==> config.mk <==
export PLATFORM = sky130hd
export DESIGN_NAME = fccw_ctrl
export DESIGN_NICKNAME = d
export VERILOG_FILES = /design/src/fccw_pkg.sv /design/src/fccw_ctrl.sv
export SDC_FILE = /design/constraint.sdc
export NUM_CORES = 1
export LEC_CHECK = 0
export BUFFER_PORTS_ARGS = -buffer_cell sky130_fd_sc_hd__buf_2
export CORE_AREA = 2 2 39 41
export CTS_BUF_LIST = sky130_fd_sc_hd__clkbuf_4
export DETAILED_ROUTE_END_ITERATION = 8
export DIE_AREA = 0 0 41 43
export GPL_TIMING_DRIVEN = 0
export PLACE_DENSITY = 0.3
export REMOVE_ABC_BUFFERS = 1
export SYNTH_ARGS = -nofsm -noshare
export SYNTH_HDL_FRONTEND = slang
export SYNTH_SLANG_ARGS = --single-unit
==> constraint.sdc <==
create_clock -name clk -period 1.28 [get_ports clk]
set_clock_uncertainty 0.05 [all_clocks]
set_input_delay 0 -clock clk [delete_from_list [all_inputs] [get_ports clk]]
set_output_delay 0 -clock clk [all_outputs]
set_load 0.02 [all_outputs]
==> src/fccw_pkg.sv <==
`timescale 1ns / 1ps
// Package for the FAT12 cluster chain walker.
// Holds the codes, table geometry and the control/status structs; no dependencies.
package fccw_pkg;

  localparam int TABLE_BYTES = 8192;
  localparam int TBL_AW      = $clog2(TABLE_BYTES);

  localparam logic [11:0] ENTRY_MASK = 12'h0FFF;
  localparam logic [11:0] END_MARK   = 12'hFF8;

  typedef enum logic [1:0] {
    FN_LOAD = 2'd0,
    FN_OPEN = 2'd1,
    FN_ADV  = 2'd2,
    FN_NONE = 2'd3
  } func_t;

  typedef enum logic [1:0] {
    ST_VALID = 2'd0,
    ST_END   = 2'd1,
    ST_LOAD  = 2'd2
  } status_t;

  // Source of the sector address that the final stage puts out.
  typedef enum logic [1:0] {
    LK_ZERO = 2'd0,
    LK_ROOT = 2'd1,
    LK_CLUS = 2'd2
  } lba_kind_t;

  typedef enum logic [1:0] {
    S_IDLE = 2'd0,
    S_EXEC = 2'd1,
    S_MUL  = 2'd2,
    S_DONE = 2'd3
  } state_t;

  localparam logic REG_DATA_START = 1'b0;
  localparam logic REG_SPC        = 1'b1;

  typedef struct packed {
    logic accept;
    logic exec;
    logic mul;
    logic load_out;
  } cmd_t;

  typedef struct packed {
    logic out_free;
  } sts_t;

endpackage

==> src/fccw_ctrl.sv <==
`timescale 1ns / 1ps
// Controller of the chain walker: sequences accept, update, multiply and output.
// Depends on fccw_pkg.
module fccw_ctrl
  import fccw_pkg::*;
(
  input  logic clk,
  input  logic rst_n,
  input  logic in_valid,
  output logic in_ready,
  input  sts_t sts,
  output cmd_t cmd
);

  state_t state_r, state_nxt;

  always_ff @(posedge clk) begin
    if (!rst_n) begin
      state_r <= S_IDLE;
    end else begin
      state_r <= state_nxt;
    end
  end

  always_comb begin
    state_nxt = state_r;
    unique case (state_r)
      S_IDLE: if (in_valid) state_nxt = S_EXEC;
      S_EXEC: state_nxt = S_MUL;
      S_MUL:  state_nxt = S_DONE;
      S_DONE: if (sts.out_free) state_nxt = S_IDLE;
      default: state_nxt = S_IDLE;
    endcase
  end

  always_comb begin
    cmd      = '0;
    in_ready = 1'b0;
    unique case (state_r)
      S_IDLE: begin
        in_ready   = 1'b1;
        cmd.accept = in_valid;
      end
      S_EXEC: cmd.exec = 1'b1;
      S_MUL:  cmd.mul  = 1'b1;
      S_DONE: cmd.load_out = sts.out_free;
      default: ;
    endcase
  end

endmodule

After elaboration in Yosys (flattened, before gate mapping)
Index checks and enable logic that the tools add are counted.
W data, S select, Z words.
{ "word_totals": {"reg_bits": 2, "latchBits": 0, "ram_bits": 0, "romBits": 0, "input_bits": 4, "out_inout_bits": 5, "word_cells": 16, "mem_count": 0} }
{ "op_classes": {"n_addsub": 0, "multipliers": 0, "div": 0, "order_cmp": 0, "eq_ne": 5, "shift": 0, "mux": 8, "n_bitwise": 0, "n_reduce_logical": 2} }
{ "op_table": {"columns": ["operator", "count"], "rows": [
  ["$pmux W2 S4", 1],
  ["$mux W1", 5],
  ["$eq A2 B2 Y1 const B", 2],
  ["$mux W2", 2],
  ["$ne A2 B2 Y1 const B", 2],
  ["$eq A2 B1 Y1 const B", 1],
  ["$logic_not A2 Y1", 1],
  ["$reduce_and A2 Y1", 1]
]} }

Depth between registers and ports, before layout
{ "depth": {"word_depth": 3, "mapped_depth": 4, "ltp_nobuf": 4} }

Worst setup path before layout
Ideal clock, no wire load.
{ "synth_timing": {"path_kind": "register to register", "startpoint": "reg state_r[0]", "endpoint": "reg state_r[0]", "arrival_ns": 1.119, "t_required_ns": 1.115, "setup_slack_ns": -0.003, "path_stages_with_launch": 5, "synth_period_minus_slack_ns": 1.283, "cell_sequence": "dfxtp_1 > inv_1 > ha_1 > o31a_1 > o21a_1"} }
{ "synth_via": {"elab_chain_len": 3, "elab_cells_between_ends": 8, "cone_classes": "5 x eq/ne; 1 x mux; 2 x reduce/logical"} }
{ "synth_lines": {"columns": ["item", "line", "source"], "rows": [
  ["start: declaration", "fccw_ctrl.sv:15", "state_t state_r, state_nxt;"],
  ["start signal: assignment", "fccw_ctrl.sv:21", "state_r <= state_nxt;"],
  ["$eq A2 B2 Y1 / $logic_not A2 Y1 (equally long branches)", "fccw_ctrl.sv:27", "unique case (state_r)"],
  ["$ne A2 B2 Y1 (no source line)", null, null],
  ["$reduce_and A2 Y1 (no source line)", null, null]
]} }
Parallel ways exist; a longest one is shown, timed or not.
A chain may end at the register's enable or synchronous reset.

==> metrics.yaml <==
floorplan:
  coreArea_um2: 1380
  initial_core_util_pct: 12.4
  num_io_pins: 9
  die_w_um: 41
  die-area_um2: 1760
  fp-row-count: 14
  dieHeight_um: 43
cells_and_area:
  reg.largest.list: "state_r (2)"
  drive_above_1_share_pct: 58.6
  n_antenna_cell: 0
  nets: 39
  largest-register: "state_r"
  final_area_um2: 259
  largest_reg_flops: 2
  synthToLayoutAreaGrowth_pct: 51.1
logic_synthesis:
  synth-edff-count: 0
  synth_warnings: 0
  syn_area_um2: 171
  synth_most_common_cell: "ha_1"
  ys_ff_latch: 2
  synth_commonest_cells: "ha_1, inv_1, dfxtp_1, nand2_1"
  ys_types: 11
  seq_area_frac_synth_pct: 23.4
  synthFlopType: "dfxtp_1"
  yosys.area.top_type: "ha_1"
  syn_inst: 18
  async_reset_ff_share_pct: 0
  synth_top_cell_area_share_pct: 29.2
  syn_area_per_cell_um2: 9.52
  synthTopCellsByArea: "ha_1, dfxtp_1, nor2b_4"
route:
  final_antenna_net_count: 0
  post_drt_via_cell_ratio: 3.24
  drc: 0
  drt_first_iter_violations: 1
  drt_wl_total_um: 341
  wire_per_inst_um: 7.58
  vias: 146
  firstDrtPassIters: 2
cts:
  cts.sinks: 2
  root_buffer: "clkbuf_4"
  cts_tree: "built"
  cts-buffers-inserted: 3
  post_cts_buffers: 0
  cts_max_path_buffers: 2
  clkTransAtPathRegs_ns: 0.03
  insertion_delay_ns: 0.22
  htreeDepth: 1
global_route:
  grt_pass1_wl_um: 558
  grt.overflow.total: 0
  grt_usage_pct: 5.31
  antenna_found_initial: 0
  grt_max_degree: 5
  grt_pass1_vias: 143
pwr:
  p_leak_nw: 0.131
  vdd_drop_max_v: 0.000540
  finalPower_mw: 0.521
  p_per_area_nw_per_um2: 2010
run_status:
  status: "finished clean"
critical_path:
  critPathKind: "reg -> out"
  crit_chain: "inv_1 > ha_2 > and2_1 > buf_2"
  critPathCaptureType: "output pin"
  start_kind: "register"
  crit_slowest_cell: "dfxtp_2"
  cp_max_fo: 4
  slowest_delay_ns: 0.34
  startpoint: "state_r[0]"
  required_ns: 1.23
  r2r_start: "state_r[0]"
  cp.arrival_ns: 1.11
sta:
  worst_hold_slack_ns: 0.0168
  finalCriticalPeriod_ns: 1.16
  slew_headroom_pct: 91.6
  setup_tns_ns: 0
  worst_pin_slew_ns: 0.123
  fmax_mhz: 859
  rsz0062_at_grt: "no"
  fin_crit_sh_pct: 91.0
  slew_violations: 0
  finalHoldViolations: 0
  setup_violations: 0
worst_hold_path:
  hold_path.class: "in -> reg"
  hp-start: "rst_n"
place:
  port_buffers: 8
  placed_cell_area_um2: 231
  finalWeightedCongestion: 0.571
  dpl.hpwl_um: 273
run:
  maxCapViolCount: 0
-- routing by layer --
metal | track usage (%) | share of wire [%] | wire [um]
met5 | 0 | 0 | 0
met4 | 6.00 | 0 | 0
met3 | 4.71 | 9.4 | 32
met2 | 5.63 | 46 | 157
met1 | 5.43 | 44 | 150
-- layout by cell type (no fill, tap or decap) --
cell | Yosys | routed
buf_2 | 0 | 8
inv_1 | 3 | 3
ha_1 | 4 | 3
clkbuf_4 | 0 | 3
nand2_1 | 2 | 2
dfxtp_2 | 0 | 2
and2_2 | 1 | 1
and2_1 | 1 | 1
nor2b_4 | 1 | 1
a21oi_2 | 1 | 1
mux2i_1 | 1 | 1
o31a_1 | 1 | 1
o21a_1 | 1 | 1
ha_2 | 0 | 1
-- power by group --
part / leakage [nW] / internal [mW] / total [mW] / switching (mW)
Combinational: 0.100 / 0.111 / 0.267 / 0.156
Sequential: 0.0172 / 0.0913 / 0.116 / 0.0242
Clock: 0.0138 / 0.103 / 0.139 / 0.0354
Total: 0.131 / 0.306 / 0.521 / 0.215
-- what timing repair did --
action / CTS / global route
setup endpoints to repair: 0 / 2
resized for setup: 0 / 3
hold buffers: 0 / 0
-- critical path: cells and delay by family, from the launching register on --
family	cells	cell delay, ns
fa+ha+maj	1	0.20
flops	1	0.34
simple gates	1	0.13
buf+inv	2	0.21
-- stage by stage --
stage | cells | utilization (%) | worst slack (ns)
2_1_floorplan | 18 | - | -0.00343
3_3_place_gp | 42 | 16.7 | 0.0213
3_5_place_dp | 42 | 16.7 | 0.0284
4_1_cts | 45 | 18.4 | 0.00230
5_1_grt | 45 | 18.7 | 0.0451
6_report | 45 | 18.7 | 0.116
-- cells by family after synthesis --
family	count (synthesis)	share of synthesized area, %
and+or+nand+nor	5	20.4
adders and majority gates	4	29.2
AOI/OAI and AO/OA	3	14.6
buffers and inverters	3	6.57
DFF	2	23.4
muxes	1	5.84
-- layout make-up --
cell class | count | area, um2
fillers | 169 | 1120
well taps | 16 | 20.0
flip-flops and latches | 2 | 42.5
multi-input cells | 13 | 123
clock buffers | 3 | 22.5
repair buffers | 8 | 40.0
inverters | 3 | 11.3
-- worst paths after layout --
| kind | endpoint | slack, ns | depth (start not counted) |
|---|---|---|---|
| setup / recovery | cmd[3] | 0.12 | 4 |
| hold / removal | state_r[1] | 0.02 | 3 |
| setup reg to reg | state_r[0] | 0.12 | 4 |
| hold reg to reg | state_r[0] | 0.44 | 1 |
Note: power is estimated with default switching activity, not from simulation.
