File: src/fccw_pkg.sv
`timescale 1ns / 1ps
// Package for the FAT12 cluster chain walker.
// Holds the codes, table geometry and the control/status structs; no dependencies.
package fccw_pkg;

  localparam int TABLE_BYTES = 8192;
  localparam int TBL_AW      = $clog2(TABLE_BYTES);

  localparam logic [11:0] ENTRY_MASK = 12'h0FFF;
  localparam logic [11:0] END_MARK   = 12'hFF8;

  typedef enum logic [1:0] {
    FN_LOAD = 2'd0,
    FN_OPEN = 2'd1,
    FN_ADV  = 2'd2,
    FN_NONE = 2'd3
  } func_t;

  typedef enum logic [1:0] {
    ST_VALID = 2'd0,
    ST_END   = 2'd1,
    ST_LOAD  = 2'd2
  } status_t;

  // Source of the sector address that the final stage puts out.
  typedef enum logic [1:0] {
    LK_ZERO = 2'd0,
    LK_ROOT = 2'd1,
    LK_CLUS = 2'd2
  } lba_kind_t;

  typedef enum logic [1:0] {
    S_IDLE = 2'd0,
    S_EXEC = 2'd1,
    S_MUL  = 2'd2,
    S_DONE = 2'd3
  } state_t;

  localparam logic REG_DATA_START = 1'b0;
  localparam logic REG_SPC        = 1'b1;

  typedef struct packed {
    logic accept;
    logic exec;
    logic mul;
    logic load_out;
  } cmd_t;

  typedef struct packed {
    logic out_free;
  } sts_t;

endpackage

File: src/fccw_regs.sv
`timescale 1ns / 1ps
// Configuration registers of the chain walker behind an APB-style port.
// Depends on fccw_pkg.
module fccw_regs
  import fccw_pkg::*;
(
  input  logic        clk,
  input  logic        rst_n,
  input  logic        psel,
  input  logic        penable,
  input  logic        pwrite,
  input  logic [2:0]  paddr,
  input  logic [31:0] pwdata,
  output logic [31:0] prdata,
  output logic        pready,
  output logic [31:0] data_start_lba,
  output logic [7:0]  clus_size
);

  logic [31:0] data_start_r;
  logic [7:0]  spc_r;
  logic        wr_en;

  assign wr_en  = psel && penable && pwrite;
  assign pready = 1'b1;

  always_ff @(posedge clk) begin
    if (!rst_n) begin
      data_start_r <= '0;
      spc_r        <= 8'd1;
    end else if (wr_en) begin
      unique case (paddr[2])
        REG_DATA_START: data_start_r <= pwdata;
        REG_SPC:        spc_r        <= pwdata[7:0];
        default:        ;
      endcase
    end
  end

  always_comb begin
    unique case (paddr[2])
      REG_DATA_START: prdata = data_start_r;
      REG_SPC:        prdata = {24'd0, spc_r};
      default:        prdata = '0;
    endcase
  end

  assign data_start_lba = data_start_r;
  assign clus_size      = spc_r;

endmodule

File: config.mk
export PLATFORM = sky130hd
export DESIGN_NAME = fccw_regs
export DESIGN_NICKNAME = d
export VERILOG_FILES = /design/src/fccw_pkg.sv /design/src/fccw_regs.sv
export SDC_FILE = /design/constraint.sdc
export NUM_CORES = 1
export LEC_CHECK = 0
export ABC_AREA = 1
export BUFFER_PORTS_ARGS = -buffer_cell sky130_fd_sc_hd__buf_2
export CAP_MARGIN = 20
export CORE_UTILIZATION = 44
export DETAILED_ROUTE_END_ITERATION = 16
export PLACE_DENSITY_LB_ADDON = 0.2
export RECOVER_POWER = 25
export SLEW_MARGIN = 15
export SYNTH_ARGS = -nofsm -noshare
export SYNTH_HDL_FRONTEND = slang
export SYNTH_SLANG_ARGS = --single-unit
File: constraint.sdc
create_clock -name clk -period 0.8 [get_ports clk]
set_input_delay 0.04 -clock clk [delete_from_list [all_inputs] [get_ports clk]]
set_output_delay 0.04 -clock clk [all_outputs]
set_load 0.02 [all_outputs]
Word-level counts from Yosys, hierarchy flattened:

Cells that the tools add are included.

* flip-flop bits (word level): 40
* bits in latches: 0
* memory bits (writable): 0
* memory bits (read-only): 0
* bits of input ports: 40
* output and inout bits: 73
* logic and storage cells: 8
* memories: 0

* $add $sub $neg: 0
* multiply operators: 0
* divide/modulo/power cells: 0
* $lt $le $gt $ge: 0
* equal/unequal tests: 0
* shift-type cells: 0
* mux-type cells: 1
* bitwise operators: 1
* reductions and logical operators: 4

Operators with widths (count)
* $pmux W32 S2: 1
* $reduce_and A2 Y1: 2
* $logic_and A1 B1 Y1: 2
* $not A1 Y1: 1

Logic depth before layout (Yosys ltp):

Gate-level depths: netlist of run 1.

* depth after elaboration: 3
* depth in mapped cells: 7

Least setup slack after synthesis of run 1:

OpenSTA, ideal clock, no wires.

* kind: register -> output
* from: register data_start_r[10] (netlist: data_start_lba[10])
* to: output port prdata[10]
* data arrival time: 0.782 ns
* setup slack: -0.022 ns
* cell stages (with the launch flop): 3
* cells stage by stage: dfxtp_1 inv_1 nor2_1

* word-level cells in the longest chain between the ends: 1

RTL lines
* start: declaration: RTL line fccw_regs.sv:20 `logic [31:0] data_start_r;`
* start signal: assignment: RTL line fccw_regs.sv:33 `REG_DATA_START: data_start_r <= pwdata;`
* $pmux W32 S2: RTL line fccw_regs.sv:41 `unique case (paddr[2])`
* end: declaration: RTL line fccw_regs.sv:14 `output logic [31:0] prdata,`

Every way passes these cells.

Worst setup path after layout of run 1:

* from: register data_start_r[1] (netlist: data_start_lba[1])
* to: output port prdata[1]

Same word-level chain as after synthesis.

==> results_dict.tcl, run 1 <==
set metrics [dict create \
    ys_top_cells_by_area "dfxtp_1, nor2_1, nand2_1" \
    grtUsageTotal 0.232 \
    p_total_uw 4550 \
    yosys_register_bits 40 \
    start_kind "register" \
    max_freq_mhz 1030 \
    area_growth_pct 75.2 \
    peakVddDrop_v 0.000847 \
    sequentialPowerShare 0.471 \
    avgSynthCellArea_um2 6.03 \
    cts_tree "done" \
    yosysWarnings 0 \
    grt_pass1_wl_um 9070 \
    violations "negative setup slack" \
    grt_max_degree 41 \
    setup_viol 62 \
    initial_core_util 0.458 \
    crit_fanout 3 \
    status "finished, violations left" \
    cap_violations 0 \
    rsz0062_at_grt "true" \
    dp_hpwl_um 3540 \
    via_per_inst 4.69 \
    synthFlopType "dfxtp_1" \
    setup_ws_ps -167 \
    postSynthCellCount 331 \
    core-area_um2 4350 \
    fill_cells 311 \
    p_int_uw 3260 \
    combinationalPowerShare 0.226 \
    hold_class "in -> reg" \
    cts_sinks 40 \
    yosys.area.top_type "dfxtp_1" \
    port_buffers 109 \
    insertedDiodeCount 0 \
    drtPass1Iterations 4 \
    p_per_area_nw_per_um2 1300 \
    die_area_um2 4810 \
    p_sw_frac 0.284 \
    nNetsFinal 501 \
    grt.overflow.total 0 \
    ant_nets 0 \
    vias 2411 \
    grt_pass1_vias 2097 \
    final_area_um2 3490 \
    clkPwrFrac 0.302 \
    rows 24 \
    drt_iter0_drc 93 \
    final_hold_viol_count 0 \
    switching_power_uw 1290 \
    skew_ps 0 \
    ioPinCount 113 \
    antenna_found_initial 0 \
    cts_buffers 5 \
    htreeDepth 2 \
    synth-edff-count 0 \
    synth_seq_area_share 0.402 \
    die_h_um 69.3 \
    drc_errors 0 \
    die_w_um 69.3 \
    wl_per_cell_um 12.3 \
    p_leak_uw 0.00176 \
    period_needed_ps 967 \
    period_share 1.21 \
    path_clk_slew_ps 70 \
    critical_path_required_ps 760 \
    worst-setup-path-type "reg -> out" \
    clk_path_buf_depth 2 \
    synth-async-reset-ratio 0 \
    gp_congestion 0.693 \
    multi_input_area_um2 970 \
    clk_latency_ps 290 \
    slew_viol_final 0 \
    synth_top_area_share 0.402 \
    end_kind "output pin" \
    root_buffer "clkbuf_8" \
    drt_wl_total_um 6340 \
    synth_cell_types 15 \
    area.sequential_um2 856 \
    drive_gt1_frac 0.513 \
    worstPathArrival_ps 930 \
    placed_area_um2 2720 \
    syn_nets 371 \
    netlist_area_um2 1990 \
]
critical path, stage by stage, from the launching register on:
cell	delay [ps]
dfxtp_2	360
nand2_1	90
nand2_2	80
buf_6	110
cells in the mapped netlist (2+ instances only):
cell,n
nand2_1,65
clkbuf_1,3
nor2_1,103
buf_1,3
nand3_1,40
buf_4,2
buf_2,11
dfxtp_1,40
nor2_4,2
inv_1,57
registers in the layout (all words and copies together) (netlist names):
register        count
clus_size           8
data_start_lba     32
final timing paths:
kind                                          from                 end  slack (ps)  depth (start not counted)
worst min-delay path                    pwdata[31]  data_start_lba[31]          70                          5
worst min register to register  data_start_lba[20]  data_start_lba[20]         500                          2
worst max-delay path             data_start_lba[1]           prdata[1]        -170                          3
worst max register to register   data_start_lba[9]   data_start_lba[9]          20                          4
power by group through the flow:
stage | combinational (µW) | clock, µW | sequential [µW]
2_1_floorplan | 414 | 0 | 2240
3_3_place_gp | 791 | 0 | 2160
3_5_place_dp | 805 | 0 | 2160
4_1_cts | 918 | 1390 | 2140
5_1_grt | 1110 | 1480 | 2150
6_report | 1030 | 1380 | 2140
layer usage:
layer	global-route usage	vias to the layer above	part of all wire
met3	0.0683	9	0.055
met1	0.266	1094	0.41
met4	0.0544	0	0.015
li1	-	1220	-
met5	0	-	0
met2	0.419	88	0.52
cell type report:
cell class / count / share of cell area
clock buffer: 8 / 0.0258
timing repair buffer: 143 / 0.371
multi-input combinational: 213 / 0.278
tap: 52 / 0.0186
sequential: 40 / 0.245
inverter: 58 / 0.0623
through the flow:
step / setup slack, ps / setup TNS [ps] / instances / utilization / hold WS, ps
after global placement: -31.8 / -1140 / 484 / 0.624 / 278
after floorplan: 50.2 / 0 / 331 / - / 166
final: -167 / -6520 / 514 / 0.802 / 65.9
after CTS: -142 / -4670 / 494 / 0.733 / 61.3
after global routing: -205 / -9520 / 514 / 0.802 / 67.0
after detailed placement: -53.6 / -2030 / 484 / 0.624 / 284
cell usage in the layout (no fill, tap or decap):
| master | Yosys | layout |
|---|---|---|
| buf_12 | 0 | 4 |
| buf_2 | 11 | 36 |
| buf_4 | 2 | 31 |
| buf_6 | 1 | 70 |
| clkbuf_1 | 3 | 3 |
| clkbuf_8 | 0 | 6 |
| conb_1 | 1 | 1 |
| dfxtp_2 | 0 | 38 |
| dfxtp_4 | 0 | 2 |
| dlygate4sd3_1 | 0 | 1 |
| inv_1 | 57 | 48 |
| inv_2 | 1 | 10 |
| nand2_1 | 65 | 54 |
| nand2_2 | 0 | 11 |
| nand3_1 | 40 | 40 |
| nand3_2 | 1 | 1 |
| nor2_1 | 103 | 77 |
| nor2_2 | 0 | 25 |
| nor2_4 | 2 | 3 |
| o21ai_1 | 1 | 1 |
repair_timing:
action | 4_1_cts | 5_1_grt
setup buffers | 1 | 20
pin swaps | 6 | 14
gates resized for setup | 152 | 54
setup endpoints to repair | 72 | 72
hold buffers | 1 | 0
hold endpoints to repair | 1 | 0
logic make-up after synthesis:
group                  share of synthesized area
AOI/OAI and AO/OA                        0.00251
buffers and inverters                      0.161
DFF                                        0.402
other                                    0.00188
and+or+nand+nor                            0.433
(Power assumes the default switching activity.)
==> run 2: changes to the inputs <==
- ABC_AREA: 1 -> default
- CORE_UTILIZATION: 44 -> 43
==> run 2 against run 1 <==
  * The run now fails in 5_1_grt
  * Synthesized cell count shrank 38%
  * Area after synthesis shrank 5.7%
==> results_dict.tcl, run 2 <==
set metrics [dict create \
    root_buffer "clkbuf_8" \
    worst_endpoint "prdata[7]" \
    postSynthCellCount 205 \
    netlist_top_cells_count "nand2_1, dfxtp_1, mux2i_1" \
    clk_path_buf_depth 2 \
    synth_top_area_share 0.426 \
    gp_congestion 0.717 \
    synth_cell_types 13 \
    ys_top_cells_by_area "dfxtp_1, mux2i_1, nand2_1" \
    synth_seq_area_share 0.426 \
    status "aborted with a tool error" \
    cts_buffers 5 \
    synth-edff-count 0 \
    place_inst 370 \
    die_w_um 68.1 \
    firstError "[ERROR DPL-0033] detailed placement checks failed during check placement." \
    rows 23 \
    htreeDepth 2 \
    synth-async-reset-ratio 0 \
    grt_max_degree 35 \
    netlist_area_um2 1880 \
    yosysMostFrequentCell "nand2_1" \
    die_h_um 68.1 \
    yosys_register_bits 40 \
    worst-ep-kind "top-level output" \
    placed_area_um2 2680 \
    yosysWarnings 0 \
    synthFlopType "dfxtp_1" \
    initial_core_util 0.460 \
    avgSynthCellArea_um2 9.17 \
    cts_sinks 40 \
    antenna_found_initial 0 \
    yosys.area.top_type "dfxtp_1" \
    ioPinCount 113 \
    dp_hpwl_um 3420 \
    syn_nets 245 \
    port_buffers 109 \
    haltStage "5_1_grt" \
]
## run 2: kinds of logic after synthesis
family / after synthesis / share of synthesized area
buffers and inverters: 17 / 0.0712
DFF: 40 / 0.426
muxes: 48 / 0.261
other: 1 / 0.00199
and+or+nand+nor: 99 / 0.240
## run 2: per-stage QoR
| stage | TNS [ps] | hold slack [ps] | setup slack (ps) |
|---|---|---|---|
| floorplan | -2830 | 182 | -94.4 |
| global placement | -6870 | 287 | -182 |
| detailed placement | -7930 | 296 | -219 |
| CTS | -7280 | 7.26 | -259 |
## run 2: repair_timing
| item | in CTS |
|---|---|
| gates resized for setup | 212 |
| endpoints found under the hold margin | 23 |
| hold buffers | 23 |
| buffers inserted | 13 |
| pin swaps | 0 |
| setup endpoints to repair | 72 |
==> run 3: changes to the inputs <==
- CORE_UTILIZATION: 43 -> 35
- PLACE_DENSITY_LB_ADDON: 0.2 -> 0.15
==> run 3 against run 2 <==
  * The flow now finishes, with violations (negative setup slack)
  * Area after synthesis unchanged
  * Synthesized cell count unchanged
==> results_dict.tcl, run 3 <==
set metrics [dict create \
    worst-setup-path-type "reg -> out" \
    hold_class "in -> reg" \
    grt_pass1_vias 1893 \
    insertedDiodeCount 0 \
    synth-edff-count 0 \
    die_area_um2 5670 \
    layout_common_cells "buf_6, nand2_1, mux2i_1, dfxtp_2, buf_2" \
    placed_area_um2 2660 \
    violations "negative setup slack" \
    p_per_area_nw_per_um2 1060 \
    setup_ws_ps -276 \
    crit_start "data_start_lba[5]" \
    fill_cells 336 \
    area_growth_pct 115 \
    path_clk_slew_ps 80 \
    die_w_um 75.3 \
    status "finished, violations left" \
    dp_hpwl_um 3270 \
    initial_core_util 0.366 \
    cts_tree "done" \
    slew_viol_final 0 \
    multi_input_area_um2 1150 \
    syn_nets 245 \
    cts_sinks 40 \
    period_needed_ps 1080 \
    synth-async-reset-ratio 0 \
    synth_top_area_share 0.426 \
    max_freq_mhz 929 \
    gp_congestion 0.710 \
    antenna_found_initial 0 \
    end_kind "output pin" \
    drive_gt1_frac 0.638 \
    nNetsFinal 429 \
    largest_register_ffs 32 \
    drc_errors 0 \
    port_buffers 109 \
    worstPathArrival_ps 1040 \
    rr_endpoint "data_start_lba[0]" \
    r2r_start "data_start_lba[0]" \
    rsz0062_at_grt "true" \
    root_buffer "clkbuf_8" \
    cap_violations 0 \
    die_h_um 75.3 \
    place_inst 390 \
    grt_max_degree 40 \
    netlist_area_um2 1880 \
    netlist_top_cells_count "nand2_1, dfxtp_1, mux2i_1" \
    final_common_cell "buf_6" \
    final_area_um2 4050 \
    ys_top_cells_by_area "dfxtp_1, mux2i_1, nand2_1" \
    synthFlopType "dfxtp_1" \
    htreeDepth 2 \
    fin_cells 459 \
    ioPinCount 113 \
    whs_ps 13.6 \
    drt_wl_total_um 6450 \
    synth_seq_area_share 0.426 \
    drt_iter0_drc 36 \
    start_kind "register" \
    avgSynthCellArea_um2 9.17 \
    yosysMostFrequentCell "nand2_1" \
    cts_buffers 5 \
    r2r_slack_ps 10 \
    yosys_register_bits 40 \
    wl_per_cell_um 14.1 \
    area.sequential_um2 853 \
    skew_ps 0 \
    tns_ps -9100 \
    yosys.area.top_type "dfxtp_1" \
    grtUsageTotal 0.209 \
    reg2regPathDepth 4 \
    via_per_inst 4.45 \
    grt.overflow.total 0 \
    yosysWarnings 0 \
    vias 2044 \
    worstSetupEndpoint "prdata[5]" \
    final_hold_viol_count 0 \
    postSynthCellCount 205 \
    clk_path_buf_depth 2 \
    period_share 1.35 \
    drtPass1Iterations 4 \
    grt_pass1_wl_um 8810 \
    synth_cell_types 13 \
    setup_viol 69 \
    ant_nets 0 \
    critical_path_required_ps 760 \
    p_leak_uw 0.00183 \
    clk_latency_ps 290 \
    crit_fanout 2 \
    core-area_um2 5140 \
    peakVddDrop_v 0.000744 \
    rows 26 \
]
[run 3: cell counts after synthesis]
No cell type changed its count.
[run 3: layout make-up]
| class | instances | share of cell area |
|---|---|---|
| clock buffer | 6 | 0.0179 |
| clock inverter | 1 | 0.00124 |
| multi-input combinational | 148 | 0.285 |
| sequential | 40 | 0.211 |
| tap | 70 | 0.0216 |
| timing repair buffer | 194 | 0.463 |
[run 3: cells by family (layout without fill, tap and decap cells)]
| logic type | count (synthesis) | count (layout) | synth area share |
|---|---|---|---|
| buffers and inverters | 17 | 201 | 0.0712 |
| DFF | 40 | 40 | 0.426 |
| muxes | 48 | 48 | 0.261 |
| other | 1 | 1 | 0.00199 |
| and+or+nand+nor | 99 | 99 | 0.240 |
[run 3: worst min path at each step]
stage,to,startpoint,depth (start not counted)
floorplan,data_start_lba[10],pwdata[10],2
global placement,data_start_lba[28],pwdata[28],3
detailed placement,data_start_lba[13],pwdata[13],3
CTS,clus_size[1],pwdata[1],3
global route,clus_size[3],pwdata[3],3
finish,clus_size[5],pwdata[5],3
[run 3: worst max-delay path, cell delays in order, from the launching register on]
cell and delay (ps):
dfxtp_2 330, mux2_4 280, buf_6 130
[run 3: per-stage QoR]
step | power (µW) | setup WS (ps) | util
2_1_floorplan | 2460 | -94.4 | -
3_3_place_gp | 2700 | -135 | 0.518
3_5_place_dp | 2700 | -192 | 0.518
4_1_cts | 4260 | -270 | 0.733
5_1_grt | 4490 | -303 | 0.788
6_report | 4290 | -276 | 0.788
[run 3: what timing repair did]
action / 4_1_cts / 5_1_grt
setup buffers: 12 / 32
gates cloned: 0 / 0
hold buffers: 26 / 0
pin swaps: 0 / 0
gates resized for setup: 222 / 39
endpoints found under the hold margin: 26 / 0
endpoints found under the setup margin: 72 / 72
[run 3: power by group]
group          switching, µW  internal, µW
logic                    413           524
registers               37.0          2040
clock network            684           594
total                   1130          3160
[run 3: routing by layer]
layer / wire, µm / global-route usage / vias to the layer above
met5: 0 / 0 / -
met1: 2440 / 0.217 / 943
met4: 65 / 0.0597 / 0
met2: 3540 / 0.398 / 69
li1: - / - / 1023
met3: 404 / 0.0714 / 9
